==> config.mk <==
export PLATFORM = sky130hd
export DESIGN_NAME = can_text_frame_parser
export DESIGN_NICKNAME = d
export VERILOG_FILES = /design/src/design/cantp_pkg.sv /design/src/design/cantp_parse.sv /design/src/design/cantp_match.sv /design/src/design/can_text_frame_parser.sv
export SDC_FILE = /design/constraint.sdc
export NUM_CORES = 1
export LEC_CHECK = 0
export ABC_AREA = 1
export BUFFER_PORTS_ARGS = -buffer_cell sky130_fd_sc_hd__buf_4
export CAP_MARGIN = 20
export CORE_MARGIN = 10
export CORE_UTILIZATION = 55
export CTS_CLUSTER_SIZE = 25
export DETAILED_ROUTE_END_ITERATION = 8
export GPL_TIMING_DRIVEN = 0
export PLACE_DENSITY = 0.76
export SLEW_MARGIN = 20
export SYNTH_ARGS = -nofsm -noshare
export SYNTH_HDL_FRONTEND = slang
export SYNTH_HIERARCHICAL = 1
export SYNTH_SLANG_ARGS = --single-unit
==> constraint.sdc <==
create_clock -name clock -period 7.3 [get_ports clock]
set_input_delay 0.365 -clock clock [delete_from_list [all_inputs] [get_ports clock]]
set_output_delay 0.365 -clock clock [all_outputs]
set_load 0.02 [all_outputs]
==> src/design/cantp_pkg.sv <==
// shared types, register indexes and the hex digit decoder of the can text frame parser
package cantp_pkg;

   // configuration register indexes
   localparam int unsigned CSR_ADDR_W = 3;
   localparam logic [CSR_ADDR_W-1:0] CSR_CTRL_ID         = 3'd0;
   localparam logic [CSR_ADDR_W-1:0] CSR_STOP_VALUE      = 3'd1;
   localparam logic [CSR_ADDR_W-1:0] CSR_START_PAYLOAD_A = 3'd2;
   localparam logic [CSR_ADDR_W-1:0] CSR_START_PAYLOAD_B = 3'd3;
   localparam logic [CSR_ADDR_W-1:0] CSR_START_COUNT     = 3'd4;

   localparam int unsigned CSR_DATA_W = 64;
   localparam int unsigned ID_W       = 12;
   localparam int unsigned PAYLOAD_W  = 64;
   localparam int unsigned CHAR_W     = 8;

   // stream widths: request carries one character, response carries id and payload
   localparam int unsigned REQ_TDATA_W = 8;
   localparam int unsigned RSP_TDATA_W = 80;
   localparam int unsigned RSP_TUSER_W = 3;

   localparam logic [CHAR_W-1:0] CHAR_HASH = 8'h23;

   typedef struct packed {
      logic [ID_W-1:0]      ctrl_id;
      logic [PAYLOAD_W-1:0] stop_value;
      logic [PAYLOAD_W-1:0] start_payload_a;
      logic [PAYLOAD_W-1:0] start_payload_b;
      logic [1:0]           start_count;
   } cfg_type;

   typedef struct packed {
      logic                 frame_valid;
      logic [ID_W-1:0]      frame_id;
      logic [PAYLOAD_W-1:0] frame_payload;
   } frame_type;

   typedef struct packed {
      logic       is_hex;
      logic [3:0] value;
   } hex_type;

   // ascii hex digit, either case
   function automatic hex_type hex_decode(logic [CHAR_W-1:0] c);
      hex_type r;
      r.is_hex = 1'b0;
      r.value  = 4'd0;
      priority if (c >= 8'h30 && c <= 8'h39) begin
         r.is_hex = 1'b1;
         r.value  = c[3:0];
      end else if ((c >= 8'h41 && c <= 8'h46) || (c >= 8'h61 && c <= 8'h66)) begin
         r.is_hex = 1'b1;
         r.value  = c[3:0] + 4'd9;
      end else begin
         r.is_hex = 1'b0;
      end
      return r;
   endfunction

endpackage

==> src/design/cantp_parse.sv <==
// character parser: per-frame state, digit accumulation and the frame result register
module cantp_parse #(
   parameter int unsigned MAX_PAYLOAD_BYTES = 8
) (
   input  logic                     clock,
   input  logic                     reset,
   input  logic                     in_vld,
   input  logic [7:0]               in_char,
   input  logic                     in_last,
   output logic                     in_take,
   output cantp_pkg::frame_type     res,
   output logic                     res_vld,
   input  logic                     res_take
);
   import cantp_pkg::*;

   localparam int unsigned CW = $clog2(2 * MAX_PAYLOAD_BYTES + 1);
   localparam logic [CW-1:0] PL_LIMIT = CW'(2 * MAX_PAYLOAD_BYTES);

   // parse phases
   localparam logic [1:0] PH_ID      = 2'd0;
   localparam logic [1:0] PH_HASH    = 2'd1;
   localparam logic [1:0] PH_PAYLOAD = 2'd2;

   logic [1:0]           phase_ff, phase_in;
   logic [1:0]           id_cnt_ff, id_cnt_in;
   logic [ID_W-1:0]      id_acc_ff, id_acc_in;
   logic [PAYLOAD_W-1:0] pl_acc_ff, pl_acc_in;
   logic [CW-1:0]        pl_cnt_ff, pl_cnt_in;
   logic                 err_ff, err_in;
   frame_type            res_ff, res_in;
   logic                 res_vld_ff;
   hex_type              dig;
   logic                 frame_ok;

   assign dig     = hex_decode(in_char);
   assign in_take = in_vld && (!in_last || !res_vld_ff || res_take);
   assign res     = res_ff;
   assign res_vld = res_vld_ff;

   // next parse state for the current character
   always_comb begin
      phase_in  = phase_ff;
      id_cnt_in = id_cnt_ff;
      id_acc_in = id_acc_ff;
      pl_acc_in = pl_acc_ff;
      pl_cnt_in = pl_cnt_ff;
      err_in    = err_ff;
      if (!err_ff) begin
         unique case (phase_ff)
            PH_ID: begin
               if (!dig.is_hex) begin
                  err_in = 1'b1;
               end else begin
                  id_acc_in = {id_acc_ff[ID_W-5:0], dig.value};
                  id_cnt_in = id_cnt_ff + 2'd1;
                  if (id_cnt_ff == 2'd2) begin
                     phase_in = PH_HASH;
                  end
               end
            end
            PH_HASH: begin
               if (in_char == CHAR_HASH) begin
                  phase_in = PH_PAYLOAD;
               end else begin
                  err_in = 1'b1;
               end
            end
            PH_PAYLOAD: begin
               if (!dig.is_hex || pl_cnt_ff >= PL_LIMIT) begin
                  err_in = 1'b1;
               end else begin
                  pl_acc_in = {pl_acc_ff[PAYLOAD_W-5:0], dig.value};
                  pl_cnt_in = pl_cnt_ff + CW'(1);
               end
            end
            default: begin
               err_in = 1'b1;
            end
         endcase
      end
   end

   // frame verdict at the last character
   always_comb begin
      frame_ok = !err_in && (phase_in == PH_PAYLOAD) && (pl_cnt_in >= CW'(2))
                 && !pl_cnt_in[0];
      res_in.frame_valid   = frame_ok;
      res_in.frame_id      = frame_ok ? id_acc_in : '0;
      res_in.frame_payload = frame_ok ? pl_acc_in : '0;
   end

   // parse state, cleared after every last character
   always_ff @(posedge clock) begin
      if (reset) begin
         phase_ff  <= PH_ID;
         id_cnt_ff <= '0;
         id_acc_ff <= '0;
         pl_acc_ff <= '0;
         pl_cnt_ff <= '0;
         err_ff    <= 1'b0;
      end else if (in_take) begin
         if (in_last) begin
            phase_ff  <= PH_ID;
            id_cnt_ff <= '0;
            id_acc_ff <= '0;
            pl_acc_ff <= '0;
            pl_cnt_ff <= '0;
            err_ff    <= 1'b0;
         end else begin
            phase_ff  <= phase_in;
            id_cnt_ff <= id_cnt_in;
            id_acc_ff <= id_acc_in;
            pl_acc_ff <= pl_acc_in;
            pl_cnt_ff <= pl_cnt_in;
            err_ff    <= err_in;
         end
      end
   end

   // frame result register
   always_ff @(posedge clock) begin
      if (reset) begin
         res_vld_ff <= 1'b0;
      end else if (in_take && in_last) begin
         res_vld_ff <= 1'b1;
      end else if (res_take) begin
         res_vld_ff <= 1'b0;
      end
   end

   always_ff @(posedge clock) begin
      if (in_take && in_last) begin
         res_ff <= res_in;
      end
   end

   // a rejected frame reports zero id and payload
   a_bad_frame_zero: assert property (@(posedge clock) disable iff (reset)
      res_vld_ff && !res_ff.frame_valid |-> res_ff.frame_id == '0 && res_ff.frame_payload == '0)
      else $error("malformed frame result carries nonzero id or payload");

   // state is clean after a frame ends
   a_clear_after_last: assert property (@(posedge clock) disable iff (reset)
      in_take && in_last |=> phase_ff == PH_ID && id_cnt_ff == 2'd0 && pl_cnt_ff == '0
                             && !err_ff)
      else $error("parse state not cleared after last character");

   // payload digit count stays within the frame limit
   a_pl_cnt_limit: assert property (@(posedge clock) disable iff (reset)
      pl_cnt_ff <= PL_LIMIT)
      else $error("payload digit count beyond limit");

   // a waiting result is held until taken
   a_res_hold: assert property (@(posedge clock) disable iff (reset)
      res_vld_ff && !res_take |=> res_vld_ff && $stable(res_ff))
      else $error("frame result lost while stalled");

endmodule

==> src/design/cantp_match.sv <==
// control frame matching and the response output register
module cantp_match (
   input  logic                                  clock,
   input  logic                                  reset,
   input  cantp_pkg::cfg_type                    cfg,
   input  cantp_pkg::frame_type                  res,
   input  logic                                  res_vld,
   output logic                                  res_take,
   output logic                                  rsp_tvalid,
   input  logic                                  rsp_tready,
   output logic [cantp_pkg::RSP_TDATA_W-1:0]     rsp_tdata,
   output logic [cantp_pkg::RSP_TUSER_W-1:0]     rsp_tuser
);
   import cantp_pkg::*;

   logic      out_vld_ff;
   frame_type out_frame_ff;
   logic      out_start_ff, out_stop_ff;
   logic      special, start_hit, start_in, stop_in;

   assign res_take = res_vld && (!out_vld_ff || rsp_tready);

   // compare against the configured control values
   always_comb begin
      special   = (res.frame_id == cfg.ctrl_id);
      start_hit = ((cfg.start_count >= 2'd1) && (res.frame_payload == cfg.start_payload_a))
               || ((cfg.start_count >= 2'd2) && (res.frame_payload == cfg.start_payload_b));
      start_in  = special && start_hit;
      stop_in   = special && (res.frame_payload == cfg.stop_value);
   end

   // output register
   always_ff @(posedge clock) begin
      if (reset) begin
         out_vld_ff <= 1'b0;
      end else if (res_take) begin
         out_vld_ff <= 1'b1;
      end else if (rsp_tready) begin
         out_vld_ff <= 1'b0;
      end
   end

   always_ff @(posedge clock) begin
      if (res_take) begin
         out_frame_ff <= res;
         out_start_ff <= start_in;
         out_stop_ff  <= stop_in;
      end
   end

   assign rsp_tvalid = out_vld_ff;
   assign rsp_tdata  = {{(RSP_TDATA_W - ID_W - PAYLOAD_W){1'b0}},
                        out_frame_ff.frame_payload, out_frame_ff.frame_id};
   assign rsp_tuser  = {out_stop_ff, out_start_ff, out_frame_ff.frame_valid};

   // control flags need the control id
   a_flags_need_id: assert property (@(posedge clock) disable iff (reset)
      res_take && (res.frame_id != cfg.ctrl_id) |=> !out_start_ff && !out_stop_ff)
      else $error("control flag raised on a non-control id");

   // no start match when no start payload is enabled
   a_start_disabled: assert property (@(posedge clock) disable iff (reset)
      res_take && cfg.start_count == 2'd0 |=> !out_start_ff)
      else $error("start flag raised with start payloads disabled");

   // a result is taken only into a free or draining output register
   a_no_overwrite: assert property (@(posedge clock) disable iff (reset)
      out_vld_ff && !rsp_tready |=> out_vld_ff && $stable(out_frame_ff))
      else $error("response overwritten while stalled");

endmodule

==> src/design/can_text_frame_parser.sv <==
// top level of the can text frame parser: ports, configuration registers, input register
//
// The request stream carries one ASCII character per transfer in req_tdata, with
// req_tlast marking the character that ends the frame text. A frame is three hex
// digits, '#', then an even count of 2 to 2*MAX_PAYLOAD_BYTES hex digits.
// For each last character one response comes out: id and payload in rsp_tdata,
// the valid, start and stop flags in rsp_tuser. Non-last characters give none.
// Throughput is one character per cycle while req_tready stays high; the parse step
// between the input register and the frame result register is combinational.
// A last character passes the input register, the frame result register and the
// output register in that order before its response shows on rsp_tvalid.
// When the receiver stalls, the output register and the frame result register
// hold up to two responses; non-last characters keep flowing, and req_tready
// drops only once a last character finds both held.
// Configuration is written through csr_we/csr_addr/csr_wdata while the block is
// idle; indexes past the register list are ignored.
// A synchronous reset clears the parse state, all valid flags and every
// configuration register to zero; no clearing pass is needed.
module can_text_frame_parser #(
   parameter int unsigned MAX_PAYLOAD_BYTES = 8
) (
   input  logic                                  clock,
   input  logic                                  reset,
   // request: [7:0] text_char
   input  logic                                  req_tvalid,
   output logic                                  req_tready,
   input  logic [cantp_pkg::REQ_TDATA_W-1:0]     req_tdata,
   input  logic                                  req_tlast,
   // response: [11:0] frame_id, [75:12] frame_payload, [79:76] zero
   output logic                                  rsp_tvalid,
   input  logic                                  rsp_tready,
   output logic [cantp_pkg::RSP_TDATA_W-1:0]     rsp_tdata,
   // response: [0] frame_valid, [1] start_flag, [2] stop_flag
   output logic [cantp_pkg::RSP_TUSER_W-1:0]     rsp_tuser,
   input  logic                                  csr_we,
   input  logic [cantp_pkg::CSR_ADDR_W-1:0]      csr_addr,
   input  logic [cantp_pkg::CSR_DATA_W-1:0]      csr_wdata
);
   import cantp_pkg::*;

   cfg_type          cfg_ff;
   logic             in_vld_ff;
   logic [CHAR_W-1:0] in_char_ff;
   logic             in_last_ff;
   logic             in_take;
   frame_type        res;
   logic             res_vld, res_take;

   // configuration registers
   always_ff @(posedge clock) begin
      if (reset) begin
         cfg_ff <= '0;
      end else if (csr_we) begin
         unique case (csr_addr)
            CSR_CTRL_ID:         cfg_ff.ctrl_id         <= csr_wdata[ID_W-1:0];
            CSR_STOP_VALUE:      cfg_ff.stop_value      <= csr_wdata[PAYLOAD_W-1:0];
            CSR_START_PAYLOAD_A: cfg_ff.start_payload_a <= csr_wdata[PAYLOAD_W-1:0];
            CSR_START_PAYLOAD_B: cfg_ff.start_payload_b <= csr_wdata[PAYLOAD_W-1:0];
            CSR_START_COUNT:     cfg_ff.start_count     <= csr_wdata[1:0];
            default: begin
            end
         endcase
      end
   end

   // input register
   assign req_tready = !in_vld_ff || in_take;

   always_ff @(posedge clock) begin
      if (reset) begin
         in_vld_ff <= 1'b0;
      end else if (req_tready) begin
         in_vld_ff <= req_tvalid;
      end
   end

   always_ff @(posedge clock) begin
      if (req_tready && req_tvalid) begin
         in_char_ff <= req_tdata[CHAR_W-1:0];
         in_last_ff <= req_tlast;
      end
   end

   cantp_parse #(
      .MAX_PAYLOAD_BYTES(MAX_PAYLOAD_BYTES)
   ) u_parse (
      .clock    (clock),
      .reset    (reset),
      .in_vld   (in_vld_ff),
      .in_char  (in_char_ff),
      .in_last  (in_last_ff),
      .in_take  (in_take),
      .res      (res),
      .res_vld  (res_vld),
      .res_take (res_take)
   );

   cantp_match u_match (
      .clock      (clock),
      .reset      (reset),
      .cfg        (cfg_ff),
      .res        (res),
      .res_vld    (res_vld),
      .res_take   (res_take),
      .rsp_tvalid (rsp_tvalid),
      .rsp_tready (rsp_tready),
      .rsp_tdata  (rsp_tdata),
      .rsp_tuser  (rsp_tuser)
   );

endmodule

# --- Yosys cells after proc, flatten, opt, wreduce, memory -nomap -nowiden ---
# Index checks and enable logic that the tools add are counted.
classes:
  div: 0
  n_eq_ne: 14
  multipliers: 0
  n_bitwise: 0
  shifts: 0
  n_addsub: 3
  n_lt_le_gt_ge: 10
  muxes: 35
  n_reduce_logical: 40
op_table:
  columns: ["operator", "count"]
  rows:
  - ["64-bit 2-to-1 mux", 4]
  - ["64-bit equality test", 3]
  - ["12-bit 2-to-1 mux", 4]
  - ["5-bit 2-to-1 mux", 5]
  - ["2-bit 2-to-1 mux", 9]
  - ["8-bit by 7-bit >= comparator with 1-bit output (second input constant)", 2]
  - ["8-bit by 7-bit less-or-equal comparator with 1-bit output (second input constant)", 2]
  - ["1-bit logical AND", 14]
  - ["12-bit equality test", 1]
  - ["1-bit 2-to-1 mux", 10]
  - ["2-bit AND reduction", 5]
  - ["8-bit by 6-bit equality test with 1-bit output (second input constant)", 1]
  - ["8-bit by 6-bit >= comparator with 1-bit output (second input constant)", 1]
  - ["8-bit by 6-bit less-or-equal comparator with 1-bit output (second input constant)", 1]
  - ["2-bit nonzero test", 4]
  - ["1-bit logical NOT", 7]
  - ["1-bit logical OR", 7]
  - ["2-bit equality test (second input constant)", 3]
  - ["3-bit by 2-bit equality test with 1-bit output (second input constant)", 2]
  - ["5-bit by 1-bit adder with 5-bit output (second input constant)", 1]
  - ["5-bit by 2-bit >= comparator with 1-bit output (second input constant)", 1]
  - ["5-bit >= comparator (second input constant)", 1]
  - ["4-bit adder (second input constant)", 1]
  - ["4-bit 2-to-1 mux", 1]
  - ["12 further kinds", 12]
word_totals:
  word_cells: 126
  ram_bits: 0
  register_bits: 460
  in_bits: 81
  out_inout_bits: 85
  romBits: 0
  latch_bits: 0
  memories: 0

# --- Depth between registers and ports, before layout ---
# Gate-level depths: netlist of run 1.
depth:
  word_depth: 14
  depth_mapped: 16
  depth_no_buf: 14

# --- Modules after synthesis ---
# The synthesis of run 1 kept the hierarchy.
by_module_without_submodules:
  columns: ["mod", "n_inst", "seq_area_each_um2", "cells_per_inst", "area_each_um2"]
  rows:
  - ["can_text_frame_parser", 1, 4414.2, 1212, 8695.8]
  - ["cantp_parse", 1, 4053.9, 895, 7453.4]
  - ["cantp_match", 1, 2392.3, 765, 5559.1]

# --- Least setup slack after synthesis of run 1 ---
# Ideal clock, no wire load.
synth_path:
  path_kind: "register -> register"
  from: "reg u_match.out_vld_ff, in the netlist u_match/rsp_tvalid"
  to: "reg u_parse.res_ff, in the netlist u_parse/res[0], enable pin"
  n_path_buf: 0
  path_slack_ps: 444
  required_ps: 6869
  setup_time_ps: 431
  arrival_ps: 6425
  synth_period_minus_slack_ps: 6856
  stages_incl_launch_ff: 8
  path_cell_list: "dfxtp_1 a21oi_1 inv_1 nand2_1 o21ai_1 inv_1 nand2_1 inv_1"
synth_via:
  elab_chain_cells: 6
synth_rtl:
  columns: ["item", "line_no", "rtl"]
  rows:
  - ["start, declared", "cantp_match.sv:16", "logic out_vld_ff;"]
  - ["start signal, assigned", "cantp_match.sv:35", "out_vld_ff <= 1'b0;"]
  - ["start signal, assigned", "cantp_match.sv:37", "out_vld_ff <= 1'b1;"]
  - ["start signal, assigned", "cantp_match.sv:39", "out_vld_ff <= 1'b0;"]
  - ["1-bit logical NOT", "cantp_match.sv:21", "assign res_take = res_vld && (!out_vld_ff || rsp_tready);"]
  - ["1-bit logical OR", "cantp_match.sv:21", null]
  - ["1-bit logical AND", "cantp_match.sv:21", null]
  - ["named net res_take", "can_text_frame_parser.sv:47", "logic res_vld, res_take;"]
  - ["1-bit logical OR", "cantp_parse.sv:37", "assign in_take = in_vld && (!in_last || !res_vld_ff || res_take);"]
  - ["1-bit logical AND", "cantp_parse.sv:37", null]
  - ["named net in_take", "can_text_frame_parser.sv:45", "logic in_take;"]
  - ["1-bit logical AND", "cantp_parse.sv:133", "if (in_take && in_last) begin"]
  - ["end signal, assigned", "cantp_parse.sv:134", "res_ff <= res_in;"]
  - ["end, declared", "cantp_parse.sv:31", "frame_type res_ff, res_in;"]
# The timed path passes the listed nets, and every way through them passes these cells.
# A chain may end at the register's enable or synchronous reset.

# --- Final worst setup path of run 1 ---
layout_path:
  from: "reg u_parse.res_vld_ff, in the netlist u_parse/res_vld"
  to: "reg u_parse.pl_acc_ff[4]"
layout_via:
  word_cells_on_any_way: 5
  cone_classes: "reduce/logical: 5"
layout_rtl:
  columns: ["item", "line_no", "rtl"]
  rows:
  - ["start, declared", "cantp_parse.sv:32", "logic res_vld_ff;"]
  - ["start signal, assigned", "cantp_parse.sv:124", "res_vld_ff <= 1'b0;"]
  - ["start signal, assigned", "cantp_parse.sv:126", "res_vld_ff <= 1'b1;"]
  - ["start signal, assigned", "cantp_parse.sv:128", "res_vld_ff <= 1'b0;"]
  - ["1-bit logical AND", "cantp_match.sv:21", null]
  - ["named net res_take", "can_text_frame_parser.sv:47", null]
  - ["1-bit logical OR", "cantp_parse.sv:37", null]
  - ["1-bit logical AND", "cantp_parse.sv:37", null]
  - ["end signal, assigned", "cantp_parse.sv:114", "pl_acc_ff <= pl_acc_in;"]
  - ["end, declared", "cantp_parse.sv:28", "logic [PAYLOAD_W-1:0] pl_acc_ff, pl_acc_in;"]
# The timed path passes the listed nets, and every way through them passes these cells.

==> out/qor.txt, run 1 <==
status: complete, no violations
met2 usage: 48.7%
Async SR Flop Fraction: 0%
Rows: 72
final instance area: 25200 um2
Die W: 219 um
core area: 38800 um2
Max Cap Viol: 0
GRT met1 Usage: 35.7%
post-route core utilization: 64.9%
Iter 0 DRT Violations: 1934
Pwr Total: 5.61 mW
slew at the pin closest to its max-slew limit: 0.890 ns
root buf cell: clkbuf_16
synth top area cells: dfxtp_1 27%, edfxtp_1 23%, nand2_1 12%
DRT Wirelength: 72.0 mm
critical path depth: 9
clk slew on worst S/H paths: 0.06 ns
placed instance count: 3558
Tcrit/Tclk final: 40.2%
setup ws final: 4.36 ns
CTS tree: yes
Worst Path Buf+Inv: 3
CP Class: flop to flop
final setup fails: 0
clock skew: 0.0184 ns
first-pass GRT wire length: 107 mm
DPL Wire Length: 55.3 mm
Post-CTS Repair Setup Buffers: 0
CTS Hold Bufs: 10
GRT Max-Usage Layer: met2
aggregate global routing overflow: 0
predominant post-synthesis flop cell: dfxtp_1
clk sink count: 460
top cell type by total area after synthesis: dfxtp_1
vias in the first global route: 18440
post-synthesis xor/xnor area fraction: 3.23%
Hold Path Class: input pin to flop
TNS Setup: 0 ns
worst r2r path cells: 9
largest net degree at the start of global routing: 57
synth warn: 6
CTS H-tree depth: 2
routed len/inst: 19.7 um
mux cell area share after synthesis: 0%
via count: 19851
first drt pass iteration count: 6
main combinational cell family by area after synthesis: simple AND/OR/NAND/NOR gates
Synth Register Bits: 460
Compound-Gate Fraction of Synth Area: 7.80%
Synth Area in Simple Gates: 29.5%
port bufs: 161
met3 Usage GRT: 5.17%
total CTS buffers: 47
Mapped Area: 21700 um2
Post-CTS Resized: 0
Final Net Count: 3185
Worst Path Max Fanout: 20
unrepaired setup endpoints after global routing: false
sequential fraction of the synthesis area: 50.0%
DRC: 0
initial antenna violation count: 0
Syn Area/Cell: 7.56 um2
Worst Setup Start Kind: flop
CP Cell Sequence: inv_1 > a21oi_4 > inv_1 > nand2_1 > o21ai_1 > nor2_1 > clkbuf_1 > o211ai_1 > a21oi_1
Die Y: 219 um
clock buffer depth: 3
max_slew headroom: 40.7%
Max stage delay cell, worst path: nor2_1
area of the die: 47800 um2
Hold Fails Final Rpt: 0
Pleak: 10.4 nW
Final GP Congestion: 1.00
area fraction of the dominant cell type after synthesis: 27.2%
minimum period implied by the final worst setup slack: 2.94 ns
GRT Total Usage: 29.4%
Via density: 5.43
Worst VDD drop: 0.204 mV
synthesis-to-finish area growth: 16.2%
Yosys cell types: 38
crit end category: flop
Finished Layout Cells: 3655
Peak Freq: 341 MHz
Post-Synth Adder-Cell Area: 0.288%
IO Count: 166
Worst path top cell family by delay: compound AO/OA/AOI/OAI gates
number of synthesized flops with an enable pin: 165
worst-skew pair later-pin latency: 0.59 ns
Slew Limit Fails: 0
Critical Path AT: 3.45 ns
Routed Antenna Nets: 0
r2r setup slk: 4.36 ns
Starting Density: 55.9%
hold depth: 3
proportion of layout cells with a drive suffix above 1: 12.1%
Required @ worst endpoint: 7.81 ns
Hold Slack: 0.0586 ns
Mapped Cells: 2872
CP max stage delay: 0.64 ns
Setup WS pre-CTS: 4.23 ns
pwr dens: 223 nW/um2
placed cell areas: 23700 um2
most frequent cell on the critical path: inv_1
[power by group]
part	internal [mW]	switching (mW)
Combinational	0.182	0.345
Sequential	2.74	0.0880
Clock	1.26	1.00
Total	4.18	1.43
[cell type report]
class / count / area [um2]
Antenna cell: 2 / 5.00
Buffer: 145 / 845
Clock buffer: 69 / 1290
Clock inverter: 16 / 124
Fill cell: 3345 / 13600
Inverter: 304 / 1140
Multi-Input combinational cell: 1966 / 8880
Sequential cell: 460 / 10900
Tap cell: 518 / 648
Timing Repair Buffer: 175 / 1420
[logic make-up (layout without fill, tap and decap cells)]
family / after synthesis / count (layout)
compound gates: 297 / 297
xor+xnor: 80 / 80
fa+ha+maj: 5 / 5
buf+inv: 449 / 709
flops: 460 / 460
other cells: 1 / 6
simple gates: 1580 / 1580
[cells in the final DEF (no fill, tap or decap), drive strengths merged, types with 2 or more instances in the layout]
master       count
dlygate4sd3     10
buf            272
dfxtp          295
o21ai          121
nor3            16
a211oi           2
o211ai          71
a21oi           92
or2              8
clkinv          17
edfxtp         165
xnor2           46
nor2           608
inv            302
nand4           13
conb             4
nand3          234
ha               5
o2111ai          2
o22ai            7
diode            2
clkbuf         107
xor2            34
nand2          699
[path summary, 6_finish.rpt]
| kind | start | endpoint |
|---|---|---|
| worst min-delay path | req_tvalid | in_vld_ff |
| worst min register to register | u_parse/res[76] | u_match/rsp_tuser[0] |
| worst max-delay path | u_parse/res_vld | u_parse/pl_acc_ff[4] |
| worst max register to register | u_parse/res_vld | u_parse/pl_acc_ff[4] |
[cell usage after synthesis (16+ instances only)]
library cell	number
nand2_1	694
nor2_1	591
dfxtp_1	295
inv_1	267
nand3_1	233
edfxtp_1	165
o21ai_0	110
a21oi_1	91
o211ai_1	71
xnor2_1	46
buf_2	45
clkbuf_1	38
inv_2	34
xor2_1	34
buf_6	25
buf_1	22
nor3_1	16
[layer usage]
layer  routed length [um]  up-vias  part of all wire [%]
met4                 4170        0                   5.8
met1                28300     9232                    39
met5                    0        -                     0
met3                 5770      186                   8.0
li1                     -     9573                     -
met2                33800      860                    47
[sequential cells by signal (all words and copies together), names as in the netlist, 2 cells and up]
name               cells
u_parse/id_acc_ff     12
in_char_ff             8
u_parse/id_cnt_ff      2
u_parse/phase_ff       2
u_parse/pl_acc_ff     64
u_parse/pl_cnt_ff      5
cfg_ff               206
u_parse/res           77
u_match/rsp_tdata     76
[worst register-to-register path, cell delays in order, from the launching register on]
cell      delay, ns
dfxtp_1        0.32
inv_1          0.08
a21oi_4        0.60
inv_1          0.09
nand2_1        0.12
o21ai_1        0.15
nor2_1         0.64
clkbuf_1       0.49
o211ai_1       0.19
a21oi_1        0.18
No activity file was read; power rests on OpenSTA's default activity.
==> run 2, diff against run 1 <==
- clock period: 7.3 -> 2.42 ns (I/O delays scaled with it)
==> out/qor.txt, run 2 (same netlist as run 1, synthesis figures left out) <==
first drt pass iteration count: 6 (unchanged)
Hold Path Class: input pin to flop
Worst Setup Start Kind: flop
status: complete, no violations
DPL Wire Length: 55.9 mm (+1.0%)
CP Class: flop to flop
CTS tree: yes
IO Count: 166 (unchanged)
final setup fails: 0 (unchanged)
clk sink count: 460 (unchanged)
initial antenna violation count: 0 (unchanged)
Final GP Congestion: 1.03 (+2.5%)
vias in the first global route: 19514 (+5.8%)
root buf cell: clkbuf_16
DRT Wirelength: 75.4 mm (+4.7%)
FF-to-FF Start: in_char_ff[0]
most frequent cells in the layout: 691 x nand2_1, 585 x nor2_1, 294 x dfxtp_1
commonest non-fill, non-tap cell in the layout: nand2_1
max FFs per register: 206 (unchanged)
Hold Slack: 0.0297 ns (-0.0290 ns)
Required @ worst endpoint: 2.76 ns (-5.05 ns)
Worst Path Buf+Inv: 3 (unchanged)
routed len/inst: 20.1 um (+2.2%)
DRC: 0 (unchanged)
Iter 0 DRT Violations: 2241 (+16%)
Hold Crit Start: csr_addr[0]
GRT Total Usage: 30.7% (+1.3 points)
Hold Fails Final Rpt: 0 (unchanged)
area of the die: 47800 um2 (unchanged)
Biggest register: cfg_ff
Starting Density: 55.9% (unchanged)
Via density: 5.48 (+0.84%)
slew at the pin closest to its max-slew limit: 0.749 ns (-0.141 ns)
crit end category: flop
synthesis-to-finish area growth: 21.5%
total CTS buffers: 48 (+2.1%)
max_slew headroom: 50.0% (+9.4 points)
proportion of layout cells with a drive suffix above 1: 13.6% (+1.6 points)
clock power share: 41.9% (+1.6 points)
Max stage delay cell, worst path: edfxtp_1
switching pwr: 4.56 mW (+220%)
port bufs: 161 (unchanged)
Die W: 219 um (unchanged)
Final Net Count: 3270 (+2.7%)
CTS H-tree depth: 2 (unchanged)
Slew Limit Fails: 0 (unchanged)
CP Cell Sequence: inv_2 > ha_4 > nor2_1 > o21ai_1 > nand2_2 > nand2_4 > nand3_4 > nand2_2 > nand2_1 > nor2_1 > nand2_1 > nand2_4 > buf_12 > clkbuf_16 > nor2_2
Die Y: 219 um (unchanged)
logic gate share of total power: 9.8% (+0.4 points)
unrepaired setup endpoints after global routing: true
clock buffer depth: 3 (unchanged)
first-pass GRT wire length: 112 mm (+4.7%)
Rows: 72 (unchanged)
Worst path top cell family by delay: simple AND/OR/NAND/NOR gates
Peak Freq: 420 MHz (+23%)
Worst VDD drop: 0.579 mV (+180%)
post-route core utilization: 67.9% (+3.0 points)
minimum period implied by the final worst setup slack: 2.38 ns (-0.555 ns)
Pleak: 10.9 nW (+5.0%)
Critical Path AT: 2.72 ns (-0.73 ns)
Worst Path Max Fanout: 7 (-65%)
Net Sw Frac: 25.8% (+0.25 points)
Routed Antenna Nets: 0 (unchanged)
worst setup path startpoint: in_char_ff[0]
largest net degree at the start of global routing: 26 (-54%)
clock skew: 0.0125 ns (-0.00588 ns)
CP max stage delay: 0.43 ns (-0.21 ns)
Pint: 13.1 mW (+210%)
aggregate global routing overflow: 0 (unchanged)
Tcrit/Tclk final: 98.4% (+58 points)
clk slew on worst S/H paths: 0.06 ns (about the same)
pwr dens: 670 nW/um2 (+200%)
via count: 20500 (+3.3%)
Max Cap Viol: 0 (unchanged)
Pwr Total: 17.7 mW (+210%)
core area: 38800 um2 (unchanged)
Sequential Power Share: 48.3% (-2.0 points)
worst-skew pair later-pin latency: 0.59 ns (about the same)
run 2: cell types whose count changed in the layout (fill, tap and decap cells not counted), moves of 6 or more:
cell	delta
clkinvlp_4	+8
o21ai_0	-19
o21ai_1	+18
dlygate4sd3_1	+70
buf_4	+8
clkbuf_2	+7
clkbuf_1	-20
nor2_1	-6
run 2: cell type report:
cell class | count | area (um2)
multi-input combinational | 1968 | 8980
buffer | 144 | 888
timing repair buffer | 258 | 2270
inverter | 304 | 1140
fill | 3170 | 12500
sequential | 460 | 10900
antenna | 1 | 2.50
tap | 518 | 648
clock buffer | 62 | 1330
clock inverter | 28 | 244
run 2: stage by stage:
stage                     instance area [um2]  setup slack [ns]  setup TNS, ns  cells
final                                   26400            0.0390              0   3743
after global routing                    26400            -0.102          -5.26   3742
after CTS                               26200           0.00701              0   3735
after detailed placement                23800            -0.564         -49.57   3560
after global placement                  23600             -1.95        -342.46   3554
after floorplan                         21800            -0.978        -124.62   2875
run 2: metal layers:
metal | track usage (%) | wire (um) | up-vias
met2 | 52.5 | 36200 | 1002
met1 | 36.9 | 29000 | 9564
li1 | - | - | 9745
met4 | 16.0 | 4080 | 0
met5 | 0 | 0 | -
met3 | 4.52 | 6020 | 189
run 2: path summary, 6_finish.rpt:
path | depth (start not counted) | end | slack, ns
worst max-delay path | 15 | u_parse/res[72] | 0.04
worst min-delay path | 5 | cfg_ff[68] | 0.03
worst max register to register | 15 | u_parse/res[72] | 0.04
worst min register to register | 0 | u_match/rsp_tuser[0] | 0.42
run 2: repair_timing:
action,in CTS,in global routing
setup endpoints to repair,206,116
hold endpoints to repair,224,0
hold buffers,80,0
gates resized for setup,11,50
buffers inserted,4,6
gates cloned,1,2
pin swaps,2,6
run 2: worst reg2reg max path, cell delays in order (launching register included):
cell,delay (ns)
edfxtp_1,0.43
inv_2,0.13
ha_4,0.15
nor2_1,0.04
o21ai_1,0.15
nand2_2,0.12
nand2_4,0.14
nand3_4,0.15
nand2_2,0.09
nand2_1,0.07
nor2_1,0.09
nand2_1,0.09
nand2_4,0.13
buf_12,0.16
clkbuf_16,0.15
nor2_2,0.03
run 2: power by group through the flow:
| stage | registers (mW) | clock network [mW] | logic (mW) |
|---|---|---|---|
| global placement | 8.68 | 0 | 1.51 |
| finish | 8.53 | 7.40 | 1.73 |
| CTS | 8.51 | 7.47 | 1.69 |
| global route | 8.54 | 7.78 | 1.87 |
| detailed placement | 8.68 | 0 | 1.57 |
| floorplan | 8.63 | 0 | 0.897 |
==> run 3, diff against run 2 <==
- BUFFER_PORTS_ARGS: -buffer_cell sky130_fd_sc_hd__buf_4 -> not set
- CORE_UTILIZATION: 55 -> 60
- CTS_BUF_LIST: not set -> sky130_fd_sc_hd__clkbuf_8
- DONT_BUFFER_PORTS: not set -> 1
- PLACE_DENSITY: 0.76 -> not set
- PLACE_DENSITY_LB_ADDON: not set -> 0.3
==> out/qor.txt, run 3 (same netlist as run 1, synthesis figures left out) <==
TNS Setup: -4.04 ns (-4.04 ns)
Starting Density: 60.9% (+5.0 points)
Hold Slack: 0.0692 ns (+0.0396 ns)
initial antenna violation count: 1 (+1)
Rows: 69 (-4.2%)
clock skew: 0.0257 ns (+0.0132 ns)
area of the die: 44200 um2 (-7.6%)
Pint: 12.3 mW (-6.3%)
final setup fails: 64 (+64)
unrepaired setup endpoints after global routing: true
logic gate share of total power: 8.8% (-1.0 points)
most frequent cells in the layout: 687 x nand2_1, 573 x nor2_1, 294 x dfxtp_1
CP Cell Sequence: inv_2 > ha_4 > nor2_2 > o21ai_1 > nand2_2 > nand2_4 > nand3_4 > nand2_2 > nand2_2 > nor2_2 > nand2_2 > nand2_4 > buf_12 > clkbuf_16 > nor2_1
IO Count: 166 (unchanged)
Die Y: 210 um (-3.9%)
Worst Path Buf+Inv: 3 (unchanged)
proportion of layout cells with a drive suffix above 1: 10.6% (-3.0 points)
Net Sw Frac: 27.7% (+1.9 points)
GRT Total Usage: 32.9% (+2.2 points)
CP max stage delay: 0.52 ns (+0.09 ns)
clock buffer depth: 3 (unchanged)
status: finished with violations
Worst path top cell family by delay: simple AND/OR/NAND/NOR gates
CTS tree: yes
Max stage delay cell, worst path: edfxtp_1
Hold Fails Final Rpt: 0 (unchanged)
Slew Limit Fails: 0 (unchanged)
Peak Freq: 396 MHz (-5.8%)
Sequential Power Share: 50.7% (+2.4 points)
synthesis-to-finish area growth: 16.2%
most frequent cell on the critical path: nand2_2
max_slew headroom: 57.1% (+7.1 points)
Required @ worst endpoint: 2.82 ns (+0.06 ns)
CP Class: flop to flop
Worst VDD drop: 0.615 mV (+6.3%)
crit end category: flop
Pleak: 10.3 nW (-5.8%)
Final GP Congestion: 1.02 (-0.85%)
Die W: 210 um (-3.9%)
ANT cells: 0 (-1)
clock power share: 40.5% (-1.4 points)
switching pwr: 4.70 mW (+3.2%)
routed len/inst: 21.1 um (+5.0%)
core area: 35700 um2 (-8.2%)
Biggest register: cfg_ff
DRT Wirelength: 75.8 mm (+0.62%)
max FFs per register: 206 (unchanged)
slew at the pin closest to its max-slew limit: 0.642 ns (-0.107 ns)
Critical Path AT: 2.93 ns (+0.21 ns)
first drt pass iteration count: 8 (+2)
commonest non-fill, non-tap cell in the layout: nand2_1
minimum period implied by the final worst setup slack: 2.53 ns (+0.147 ns)
Final Net Count: 3149 (-3.7%)
aggregate global routing overflow: 0 (unchanged)
Routed Antenna Nets: 0 (unchanged)
failing checks: negative setup slack
total CTS buffers: 76 (+58%)
vias in the first global route: 18668 (-4.3%)
DPL Wire Length: 55.0 mm (-1.4%)
DRC: 0 (unchanged)
root buf cell: clkbuf_8
Max Cap Viol: 0 (unchanged)
Pwr Total: 17.0 mW (-3.9%)
via count: 20335 (-0.80%)
pwr dens: 673 nW/um2 (+0.52%)
port bufs: 0 (-100%)
clk sink count: 460 (unchanged)
largest net degree at the start of global routing: 29 (+12%)
Worst Path Max Fanout: 7 (unchanged)
Via density: 5.67 (+3.5%)
Worst Setup Start Kind: flop
first-pass GRT wire length: 111 mm (-1.2%)
Iter 0 DRT Violations: 2388 (+6.6%)
clk slew on worst S/H paths: 0.06 ns (about the same)
CTS H-tree depth: 3 (+1)
Hold Path Class: input pin to flop
Tcrit/Tclk final: 104% (+6.1 points)
worst-skew pair later-pin latency: 0.67 ns (+0.08 ns)
setup ws final: -0.108 ns (-0.147 ns)
run 3: cell types whose count changed in the layout (fill, tap and decap cells not counted), moves of 10 or more:
cell / previous run / this run
buf_4: 184 / 30
clkbuf_1: 37 / 27
clkbuf_16: 50 / 2
clkbuf_8: 5 / 86
clkinv_1: 6 / 17
inv_1: 261 / 280
nor2_1: 585 / 573
run 3: cell type report:
| class | count | area (um2) |
|---|---|---|
| plain buffers | 145 | 898 |
| clock buffers | 86 | 1180 |
| clock inverters | 55 | 320 |
| fillers | 2834 | 10400 |
| inverters | 304 | 1140 |
| multi-input cells | 1967 | 9080 |
| flip-flops and latches | 460 | 10900 |
| well taps | 461 | 577 |
| repair buffers | 108 | 1160 |
| repair inverters | 1 | 5.00 |
run 3: repair_timing:
action                     in CTS  in global routing
setup endpoints to repair     213                166
setup buffers                   2                 11
hold buffers                   88                  0
pin swaps                       1                  5
gates resized for setup        12                 89
gates cloned                    1                  3
hold endpoints to repair      243                  0
run 3: power by group through the flow:
stage	clock network [mW]	logic (mW)	registers, mW
after floorplan	0	0.897	8.63
after CTS	6.88	1.43	8.59
after global placement	0	1.25	8.76
after detailed placement	0	1.30	8.75
after global routing	7.25	1.61	8.62
final	6.88	1.50	8.61
run 3: worst paths after layout:
kind / depth (start not counted) / end / from / slack, ns
setup / recovery: 15 / u_parse/res[51] / in_char_ff[0] / -0.11
hold / removal: 4 / cfg_ff[1] / reset / 0.07
setup reg to reg: 15 / u_parse/res[51] / in_char_ff[0] / -0.11
hold reg to reg: 0 / u_match/rsp_tuser[0] / u_parse/res[76] / 0.44
run 3: through the flow:
stage	instance area, um2	setup WS, ns	util (%)	instances
floorplan	21800	-0.978	-	2875
global placement	22300	-1.94	62.7	3336
detailed placement	22500	-0.486	63.0	3341
CTS	24900	0.00444	69.9	3573
global route	25200	-0.177	70.8	3587
finish	25200	-0.108	70.8	3587
run 3: per-layer routing:
metal,vias to the layer above,track usage [%],share of wire [%]
li1,9521,-,-
met1,9461,39.8,38
met2,1113,54.4,47
met3,240,6.62,9.1
met4,0,18.0,6.1
met5,-,0,0
run 3: worst min-delay path: cells and delay by family:
kind,cells,cell delay [ns]
simple gates,2,0.16
buf+inv,2,0.39
